[src/rtl/pwc_pkg.sv]
// shared types, constants and helpers for the four-channel pulse width capture
package pwc_pkg;

  localparam int unsigned NumCh    = 4;
  localparam int unsigned MaskBits = 4;
  localparam int unsigned ChW      = 2;
  localparam int unsigned TimeBits = 32;

  localparam logic [NumCh-1:0] AllMarks = '1;

  typedef logic [TimeBits-1:0] time_t;

  typedef struct packed {
    logic [MaskBits-1:0] rise_mask;
    logic [MaskBits-1:0] fall_mask;
    time_t               timestamp;
  } event_t;

  typedef struct packed {
    logic                  width_valid;
    logic [ChW-1:0]        channel;
    time_t                 width;
    logic                  frame_done;
    logic [NumCh-1:0][TimeBits-1:0] ch_width;
  } result_t;

  typedef struct packed {
    logic           hit;
    logic [ChW-1:0] idx;
  } pick_t;

  // lowest set bit of an edge mask that maps to a real channel
  function automatic pick_t lowest_ch(input logic [MaskBits-1:0] mask);
    pick_t p;
    p = '0;
    for (int i = NumCh - 1; i >= 0; i--) begin
      if (i < int'(MaskBits) && mask[i]) begin
        p.hit = 1'b1;
        p.idx = ChW'(i);
      end
    end
    return p;
  endfunction

endpackage

[src/rtl/pwc_in_stage.sv]
// input register stage holding one edge event request
module pwc_in_stage (
  input  logic            clk_i,
  input  logic            rst_ni,
  input  logic            in_valid_i,
  output logic            in_ready_o,
  input  pwc_pkg::event_t ev_i,
  input  logic            take_i,
  output logic            valid_o,
  output pwc_pkg::event_t ev_o
);

  logic            valid_q, valid_d;
  pwc_pkg::event_t ev_q, ev_d;
  logic            load;

  assign in_ready_o = !valid_q || take_i;
  assign load       = in_valid_i && in_ready_o;

  always_comb begin
    valid_d = valid_q;
    ev_d    = ev_q;
    if (load) begin
      valid_d = 1'b1;
      ev_d    = ev_i;
    end else if (take_i) begin
      valid_d = 1'b0;
    end
  end

  always_ff @(posedge clk_i or negedge rst_ni) begin
    if (!rst_ni) begin
      valid_q <= 1'b0;
    end else begin
      valid_q <= valid_d;
    end
  end

  always_ff @(posedge clk_i) begin
    ev_q <= ev_d;
  end

  assign valid_o = valid_q;
  assign ev_o    = ev_q;

endmodule

[src/rtl/pwc_capture.sv]
// per-channel rise times, widths and update marks, with the width calculation
module pwc_capture (
  input  logic             clk_i,
  input  logic             rst_ni,
  input  logic             fire_i,
  input  pwc_pkg::event_t  ev_i,
  output pwc_pkg::result_t res_o
);

  logic [pwc_pkg::NumCh-1:0][pwc_pkg::TimeBits-1:0] rise_q, rise_d;
  logic [pwc_pkg::NumCh-1:0][pwc_pkg::TimeBits-1:0] widths_q, widths_d;
  logic [pwc_pkg::NumCh-1:0]                        flags_q, flags_d;
  pwc_pkg::pick_t                                   rp, fp;
  pwc_pkg::time_t                                   rise_sel;
  pwc_pkg::result_t                                 res;

  always_comb begin
    rp       = pwc_pkg::lowest_ch(ev_i.rise_mask);
    fp       = pwc_pkg::lowest_ch(ev_i.fall_mask);
    rise_d   = rise_q;
    widths_d = widths_q;
    flags_d  = flags_q;
    res      = '0;
    // rise handled first, so a same-channel fall sees the new rise time
    if (rp.hit) begin
      rise_d[rp.idx] = ev_i.timestamp;
    end
    rise_sel = rise_d[fp.idx];
    if (fp.hit && (ev_i.timestamp > rise_sel)) begin
      res.width_valid   = 1'b1;
      res.channel       = fp.idx;
      res.width         = ev_i.timestamp - rise_sel;
      widths_d[fp.idx]  = ev_i.timestamp - rise_sel;
      flags_d[fp.idx]   = 1'b1;
      if (flags_d == pwc_pkg::AllMarks) begin
        res.frame_done = 1'b1;
        flags_d        = '0;
      end
    end
    res.ch_width = widths_d;
  end

  always_ff @(posedge clk_i or negedge rst_ni) begin
    if (!rst_ni) begin
      rise_q   <= '0;
      widths_q <= '0;
      flags_q  <= '0;
    end else if (fire_i) begin
      rise_q   <= rise_d;
      widths_q <= widths_d;
      flags_q  <= flags_d;
    end
  end

  assign res_o = res;

  a_done_needs_width: assert property (@(posedge clk_i) disable iff (!rst_ni)
    fire_i && res.frame_done |-> res.width_valid)
    else $error("frame flagged without a measured width");

  a_width_nonzero: assert property (@(posedge clk_i) disable iff (!rst_ni)
    fire_i && res.width_valid |-> res.width != '0)
    else $error("measured width is zero");

  a_marks_never_full: assert property (@(posedge clk_i) disable iff (!rst_ni)
    flags_q != pwc_pkg::AllMarks)
    else $error("update marks left full");

  a_marks_cleared: assert property (@(posedge clk_i) disable iff (!rst_ni)
    fire_i && res.frame_done |=> flags_q == '0)
    else $error("update marks not cleared after frame");

endmodule

[src/rtl/pwc_out_stage.sv]
// result register feeding the output channel
module pwc_out_stage (
  input  logic             clk_i,
  input  logic             rst_ni,
  input  logic             load_i,
  input  pwc_pkg::result_t res_i,
  input  logic             out_ready_i,
  output logic             out_valid_o,
  output logic             free_o,
  output pwc_pkg::result_t res_o
);

  logic             valid_q, valid_d;
  pwc_pkg::result_t res_q, res_d;

  assign free_o = !valid_q || out_ready_i;

  always_comb begin
    valid_d = valid_q;
    res_d   = res_q;
    if (load_i) begin
      valid_d = 1'b1;
      res_d   = res_i;
    end else if (out_ready_i) begin
      valid_d = 1'b0;
    end
  end

  always_ff @(posedge clk_i or negedge rst_ni) begin
    if (!rst_ni) begin
      valid_q <= 1'b0;
    end else begin
      valid_q <= valid_d;
    end
  end

  always_ff @(posedge clk_i) begin
    res_q <= res_d;
  end

  assign out_valid_o = valid_q;
  assign res_o       = res_q;

endmodule

[src/rtl/four_channel_pulse_width_capture.sv]
// top level of the four-channel pulse width capture
//
//  channel  handshake                 payload
//  input    in_valid_i / in_ready_o   rise_mask_i, fall_mask_i, timestamp_i
//  output   out_valid_o / out_ready_i width_valid_o, channel_o, width_o, frame_done_o,
//                                     width_ch0_o .. width_ch3_o
//
// one request a cycle while the output is not stalled; a request's result passes through
// the input register, then the capture logic into the result register
// reset clears rise times, widths and update marks to zero
// a stalled output holds the result register, then the input register, then in_ready_o
module four_channel_pulse_width_capture (
  input  logic        clk_i,
  input  logic        rst_ni,
  input  logic        in_valid_i,
  output logic        in_ready_o,
  input  logic [3:0]  rise_mask_i,
  input  logic [3:0]  fall_mask_i,
  input  logic [31:0] timestamp_i,
  output logic        out_valid_o,
  input  logic        out_ready_i,
  output logic        width_valid_o,
  output logic [1:0]  channel_o,
  output logic [31:0] width_o,
  output logic        frame_done_o,
  output logic [31:0] width_ch0_o,
  output logic [31:0] width_ch1_o,
  output logic [31:0] width_ch2_o,
  output logic [31:0] width_ch3_o
);

  pwc_pkg::event_t  ev_in, ev_s1;
  pwc_pkg::result_t res_d, res_q;
  logic             s1_valid;
  logic             out_free;
  logic             fire;

  assign ev_in.rise_mask = rise_mask_i;
  assign ev_in.fall_mask = fall_mask_i;
  assign ev_in.timestamp = timestamp_i;

  assign fire = s1_valid && out_free;

  pwc_in_stage u_in (
    .clk_i      (clk_i),
    .rst_ni     (rst_ni),
    .in_valid_i (in_valid_i),
    .in_ready_o (in_ready_o),
    .ev_i       (ev_in),
    .take_i     (fire),
    .valid_o    (s1_valid),
    .ev_o       (ev_s1)
  );

  pwc_capture u_cap (
    .clk_i  (clk_i),
    .rst_ni (rst_ni),
    .fire_i (fire),
    .ev_i   (ev_s1),
    .res_o  (res_d)
  );

  pwc_out_stage u_out (
    .clk_i       (clk_i),
    .rst_ni      (rst_ni),
    .load_i      (fire),
    .res_i       (res_d),
    .out_ready_i (out_ready_i),
    .out_valid_o (out_valid_o),
    .free_o      (out_free),
    .res_o       (res_q)
  );

  assign width_valid_o = res_q.width_valid;
  assign channel_o     = res_q.channel;
  assign width_o       = res_q.width;
  assign frame_done_o  = res_q.frame_done;
  assign width_ch0_o   = res_q.ch_width[0];
  assign width_ch1_o   = res_q.ch_width[1];
  assign width_ch2_o   = res_q.ch_width[2];
  assign width_ch3_o   = res_q.ch_width[3];

endmodule

[config.mk]
export PLATFORM = sky130hd
export DESIGN_NAME = four_channel_pulse_width_capture
export DESIGN_NICKNAME = d
export VERILOG_FILES = /design/src/rtl/pwc_pkg.sv /design/src/rtl/pwc_in_stage.sv /design/src/rtl/pwc_capture.sv /design/src/rtl/pwc_out_stage.sv /design/src/rtl/four_channel_pulse_width_capture.sv
export SDC_FILE = /design/constraint.sdc
export NUM_CORES = 1
export LEC_CHECK = 0
export BUFFER_PORTS_ARGS = -buffer_cell sky130_fd_sc_hd__buf_2
export CORE_ASPECT_RATIO = 0.9
export CORE_UTILIZATION = 30
export CTS_BUF_LIST = sky130_fd_sc_hd__clkbuf_4 sky130_fd_sc_hd__clkbuf_8
export DETAILED_ROUTE_END_ITERATION = 7
export SLEW_MARGIN = 20
export SYNTH_ARGS = -nofsm -noshare
export SYNTH_HDL_FRONTEND = slang
export SYNTH_SLANG_ARGS = --single-unit
[constraint.sdc]
create_clock -name clk_i -period 7.7 [get_ports clk_i]
set_input_delay 1.54 -clock clk_i [delete_from_list [all_inputs] [get_ports clk_i]]
set_output_delay 1.54 -clock clk_i [all_outputs]
set_load 0.005 [all_outputs]
==> results.toml <==
[outcome]
run_status = "finished clean"

[cts]
cts-htree-levels = 3
clk_latency_ps = 690
clock_sink_count = 466
cts_resized = 0
postCtsHoldBufs = 0
clock_tree.root_cell = "sky130_fd_sc_hd__clkbuf_8"
cts_tree = "done"
cts_max_path_buffers = 3
worst_setup_hold_path_clk_slew_ps = 60
cts_buffers = 85
cts_setup_buffers = 0

[critical_path]
critPathMaxStageDelay_ps = 690
cpMaxStageDelayCell = "sky130_fd_sc_hd__o21ai_4"
critPathRequiredTime_ps = 8120
setup.worst_path.start_class = "flop"
crit_start = "u_in.ev_o[36]"
worstPathCellList = "nand2b_2 -> buf_4 -> mux2i_1 -> o22ai_1 -> nor3_1 -> ha_1 -> nand2_1 -> o21ai_0 -> a21oi_1 -> o21ai_1 -> a221o_1 -> o21ai_4 -> buf_4 -> mux2_2"
worstPathArrival_ps = 5850
worst_r2r_startpoint = "u_in.ev_o[36]"
critPathKind = "flop to flop"
end_kind = "flop"
most_prevalent_standard_cell_on_the_critical_path = "sky130_fd_sc_hd__buf_4"
crit_path_max_fanout = 32

[flow_run]
max_cap_violations = 0

[logic_synthesis]
postSynth.asyncResetShare_pct = 56.2
synth_top_cell_area_share_pct = 31.0
synth_largest_area_cell = "sky130_fd_sc_hd__dfrtp_1"
yosysSeqAreaShare_pct = 60.0
synth-seq-cells = 466
synth_flop_cell = "sky130_fd_sc_hd__dfrtp_1"
syn-mean-instance-area_um2 = 11.7
synth_cells = 1812
synth_warnings = 0
synthDistinctLibCells = 64
synth_edf_count = 204
synth_area_mm2 = 0.0211
ys_top_cells_by_area = "sky130_fd_sc_hd__dfrtp_1, sky130_fd_sc_hd__edfxtp_1, sky130_fd_sc_hd__mux2_2"
syn_nets = 1889

[cells_and_area]
fillers = 6729
instances_no_fill = 3028
num-nets-final = 2103
area_growth_syn_to_layout_pct = 19.0
drive_gt1_share_pct = 29.8
postLayoutCoreUtil_pct = 36.4

[pwr]
max_ir_drop_vdd_v = 0.000127
power.density_mw_per_mm2 = 345
leakage_nw = 10.7
design_power_total_mw = 8.68

[min_path]
hp-start = "u_cap.widths_q[127]"
hold_path.class = "flop to flop"

[detailed_routing]
drc_violation_count_after_routing = 0
routed_wl_um = 57400
drt-pass1-iter-count = 5
avgViaCountPerCell = 4.89
dr_total_vias = 14800
detailed_router_s_first_iteration_violation_count = 1190
ant_nets = 0
wire_per_inst_um = 19.0

[timing]
grt_setup_unrepaired = "no"
fmax_ghz = 0.184
fin_setup_tns_ps = 0
period_minus_slack_ps = 5430
skew_ps = 62.2
report.final.hold_viol_count = 0
setup_violations = 0
maxSlewHeadroom_pct = 28.4
report.final.slew_viol_count = 0
timing_worst_slew_pin_value_ps = 1070
period_share_pct = 70.5

[placed_design]
dp.cells = 2869
globalplace.congestion = 0.891
dpl.hpwl_um = 37800
io_buffer_count = 209

[floorplan]
core_region_area_mm2 = 0.0691
floorplan.die.width_um = 282
fp.dieH_um = 254
initial_utilization_pct = 30.6
row_count = 91
floorplan.io_pins = 210
fp.dieArea_mm2 = 0.0715

[grt]
grtUsageTotal_pct = 15.9
first_global_vias = 14400
number_of_antenna_violations_at_the_first_check_in_global_routing = 4
pin_count_of_the_biggest_net_entering_global_routing = 147
grt_overflow = 0
grt_pass1_wl_um = 86900
-- synthesized netlist by cell type (2+ instances only) --
cell type	number
sky130_fd_sc_hd__mux2i_1	58
sky130_fd_sc_hd__o21ai_2	7
sky130_fd_sc_hd__a31oi_1	2
sky130_fd_sc_hd__nor2b_1	3
sky130_fd_sc_hd__a21o_1	8
sky130_fd_sc_hd__mux2_2	204
sky130_fd_sc_hd__nand4_1	9
sky130_fd_sc_hd__buf_2	13
sky130_fd_sc_hd__ha_1	32
sky130_fd_sc_hd__and2_1	12
sky130_fd_sc_hd__inv_1	10
sky130_fd_sc_hd__o21ai_1	6
sky130_fd_sc_hd__buf_4	4
sky130_fd_sc_hd__o31a_1	4
sky130_fd_sc_hd__nor4_1	3
sky130_fd_sc_hd__and4_1	2
sky130_fd_sc_hd__nor2_1	62
sky130_fd_sc_hd__nand2b_1	14
sky130_fd_sc_hd__buf_1	4
sky130_fd_sc_hd__o22ai_1	32
sky130_fd_sc_hd__o41ai_2	2
sky130_fd_sc_hd__nand3_1	8
sky130_fd_sc_hd__o31ai_1	9
sky130_fd_sc_hd__o21a_1	3
sky130_fd_sc_hd__o21bai_1	6
sky130_fd_sc_hd__nor3_1	39
sky130_fd_sc_hd__xor2_1	11
sky130_fd_sc_hd__xnor2_1	16
sky130_fd_sc_hd__a21oi_1	101
sky130_fd_sc_hd__edfxtp_1	204
sky130_fd_sc_hd__nand2_1	345
sky130_fd_sc_hd__dfrtp_1	262
sky130_fd_sc_hd__o41ai_1	2
sky130_fd_sc_hd__or2_2	2
sky130_fd_sc_hd__and3_1	7
sky130_fd_sc_hd__a211oi_1	3
sky130_fd_sc_hd__o211ai_1	3
sky130_fd_sc_hd__o21ai_0	190
sky130_fd_sc_hd__nand3b_1	3
sky130_fd_sc_hd__clkbuf_1	83
-- layout by cell type (no fill, tap or decap), types with 4 or more instances in the layout --
cell	synthesis	final
sky130_fd_sc_hd__nand2_1	345	341
sky130_fd_sc_hd__dfrtp_1	262	262
sky130_fd_sc_hd__buf_2	13	208
sky130_fd_sc_hd__mux2_2	204	204
sky130_fd_sc_hd__edfxtp_1	204	204
sky130_fd_sc_hd__o21ai_0	190	190
sky130_fd_sc_hd__a21oi_1	101	101
sky130_fd_sc_hd__clkbuf_8	0	98
sky130_fd_sc_hd__nor2_1	62	62
sky130_fd_sc_hd__mux2i_1	58	58
sky130_fd_sc_hd__nor3_1	39	39
sky130_fd_sc_hd__clkbuf_4	0	37
sky130_fd_sc_hd__o22ai_1	32	32
sky130_fd_sc_hd__ha_1	32	32
sky130_fd_sc_hd__buf_4	4	22
sky130_fd_sc_hd__xnor2_1	16	15
sky130_fd_sc_hd__and2_1	12	11
sky130_fd_sc_hd__nand2b_1	14	11
sky130_fd_sc_hd__xor2_1	11	11
sky130_fd_sc_hd__inv_1	10	10
sky130_fd_sc_hd__nand4_1	9	9
sky130_fd_sc_hd__o31ai_1	9	9
sky130_fd_sc_hd__a21o_1	8	8
sky130_fd_sc_hd__nand3_1	8	8
sky130_fd_sc_hd__o21ai_4	0	8
sky130_fd_sc_hd__and3_1	7	7
sky130_fd_sc_hd__o21bai_1	6	6
sky130_fd_sc_hd__clkinv_2	0	6
sky130_fd_sc_hd__bufinv_16	0	6
sky130_fd_sc_hd__o21ai_1	6	5
sky130_fd_sc_hd__o31a_1	4	4
sky130_fd_sc_hd__nand2_2	0	4
-- routing by layer --
layer / routed length (um) / up-vias / GRT usage, %
li1: - / 6933 / -
met1: 27100 / 7227 / 23.1
met2: 24700 / 546 / 23.2
met3: 3970 / 101 / 3.45
met4: 1580 / 6 / 5.76
met5: 36 / - / 0
-- flip-flops by register name, indices dropped and copies added (netlist names) --
name               cells
u_out.res_o          164
u_in.ev_o             40
u_out.out_valid_o      1
u_in.valid_o           1
u_cap.rise_q         128
u_cap.flags_q          4
u_cap.widths_q       128
-- cells by family (layout without fill, tap and decap cells) --
family	after synthesis	after routing	share of synthesized area, %
muxes	262	262	13.6
other	0	1	0
buffers and inverters	116	401	2.25
adders and majority gates	33	33	1.99
xor gates and xnor gates	28	28	1.20
DFF	466	466	60.0
AOI/OAI and AO/OA	391	391	10.5
and+or+nand+nor	516	516	10.4
-- final timing paths --
path | end | slack [ps] | cells after the start
min reg2reg | u_cap.widths_q[127] | 480 | 2
max reg2reg | u_out.res_o[102] | 2270 | 14
min | u_cap.widths_q[127] | 480 | 2
max in group asynchronous | u_cap.widths_q[108] | 5380 | 2
min in group asynchronous | u_cap.rise_q[24] | 920 | 1
max | u_out.res_o[102] | 2270 | 14
-- cell type report --
class                      instances  area [um^2]  share of cell area, %
sequential                       466        12700                   50.5
clock buffer                     135         1630                   6.47
timing repair buffer             232         1240                   4.94
inverter                          11         46.3                  0.184
tap                              930         1160                   4.63
clock inverter                    23          313                   1.24
multi-input combinational       1230         8060                   32.1
antenna                            1         2.50                0.00995
-- report_power, final --
| group | internal [mW] | switching [mW] |
|---|---|---|
| Clock | 1.56 | 1.07 |
| Sequential | 3.48 | 0.374 |
| Combinational | 0.902 | 1.29 |
| Total | 5.94 | 2.73 |
-- critical path, delay by kind of cell (launching register included) --
kind	cells	cell delay, ps
AO/OA/AOI/OAI	6	1810
adder cells (fa/ha/maj)	1	390
buffers and inverters	2	850
flip-flops	1	400
multiplexers	2	590
AND/OR/NAND/NOR	3	1080
-- stage by stage --
step / area (um^2) / hold WS (ps) / setup WS [ps]
2_1_floorplan: 21100 / 446 / 462
3_3_place_gp: 23200 / 460 / 2130
3_5_place_dp: 23200 / 467 / 2010
4_1_cts: 25100 / 480 / 1970
5_1_grt: 25100 / 502 / 1870
6_report: 25100 / 477 / 2270
No activity file was read; power rests on OpenSTA's default activity.
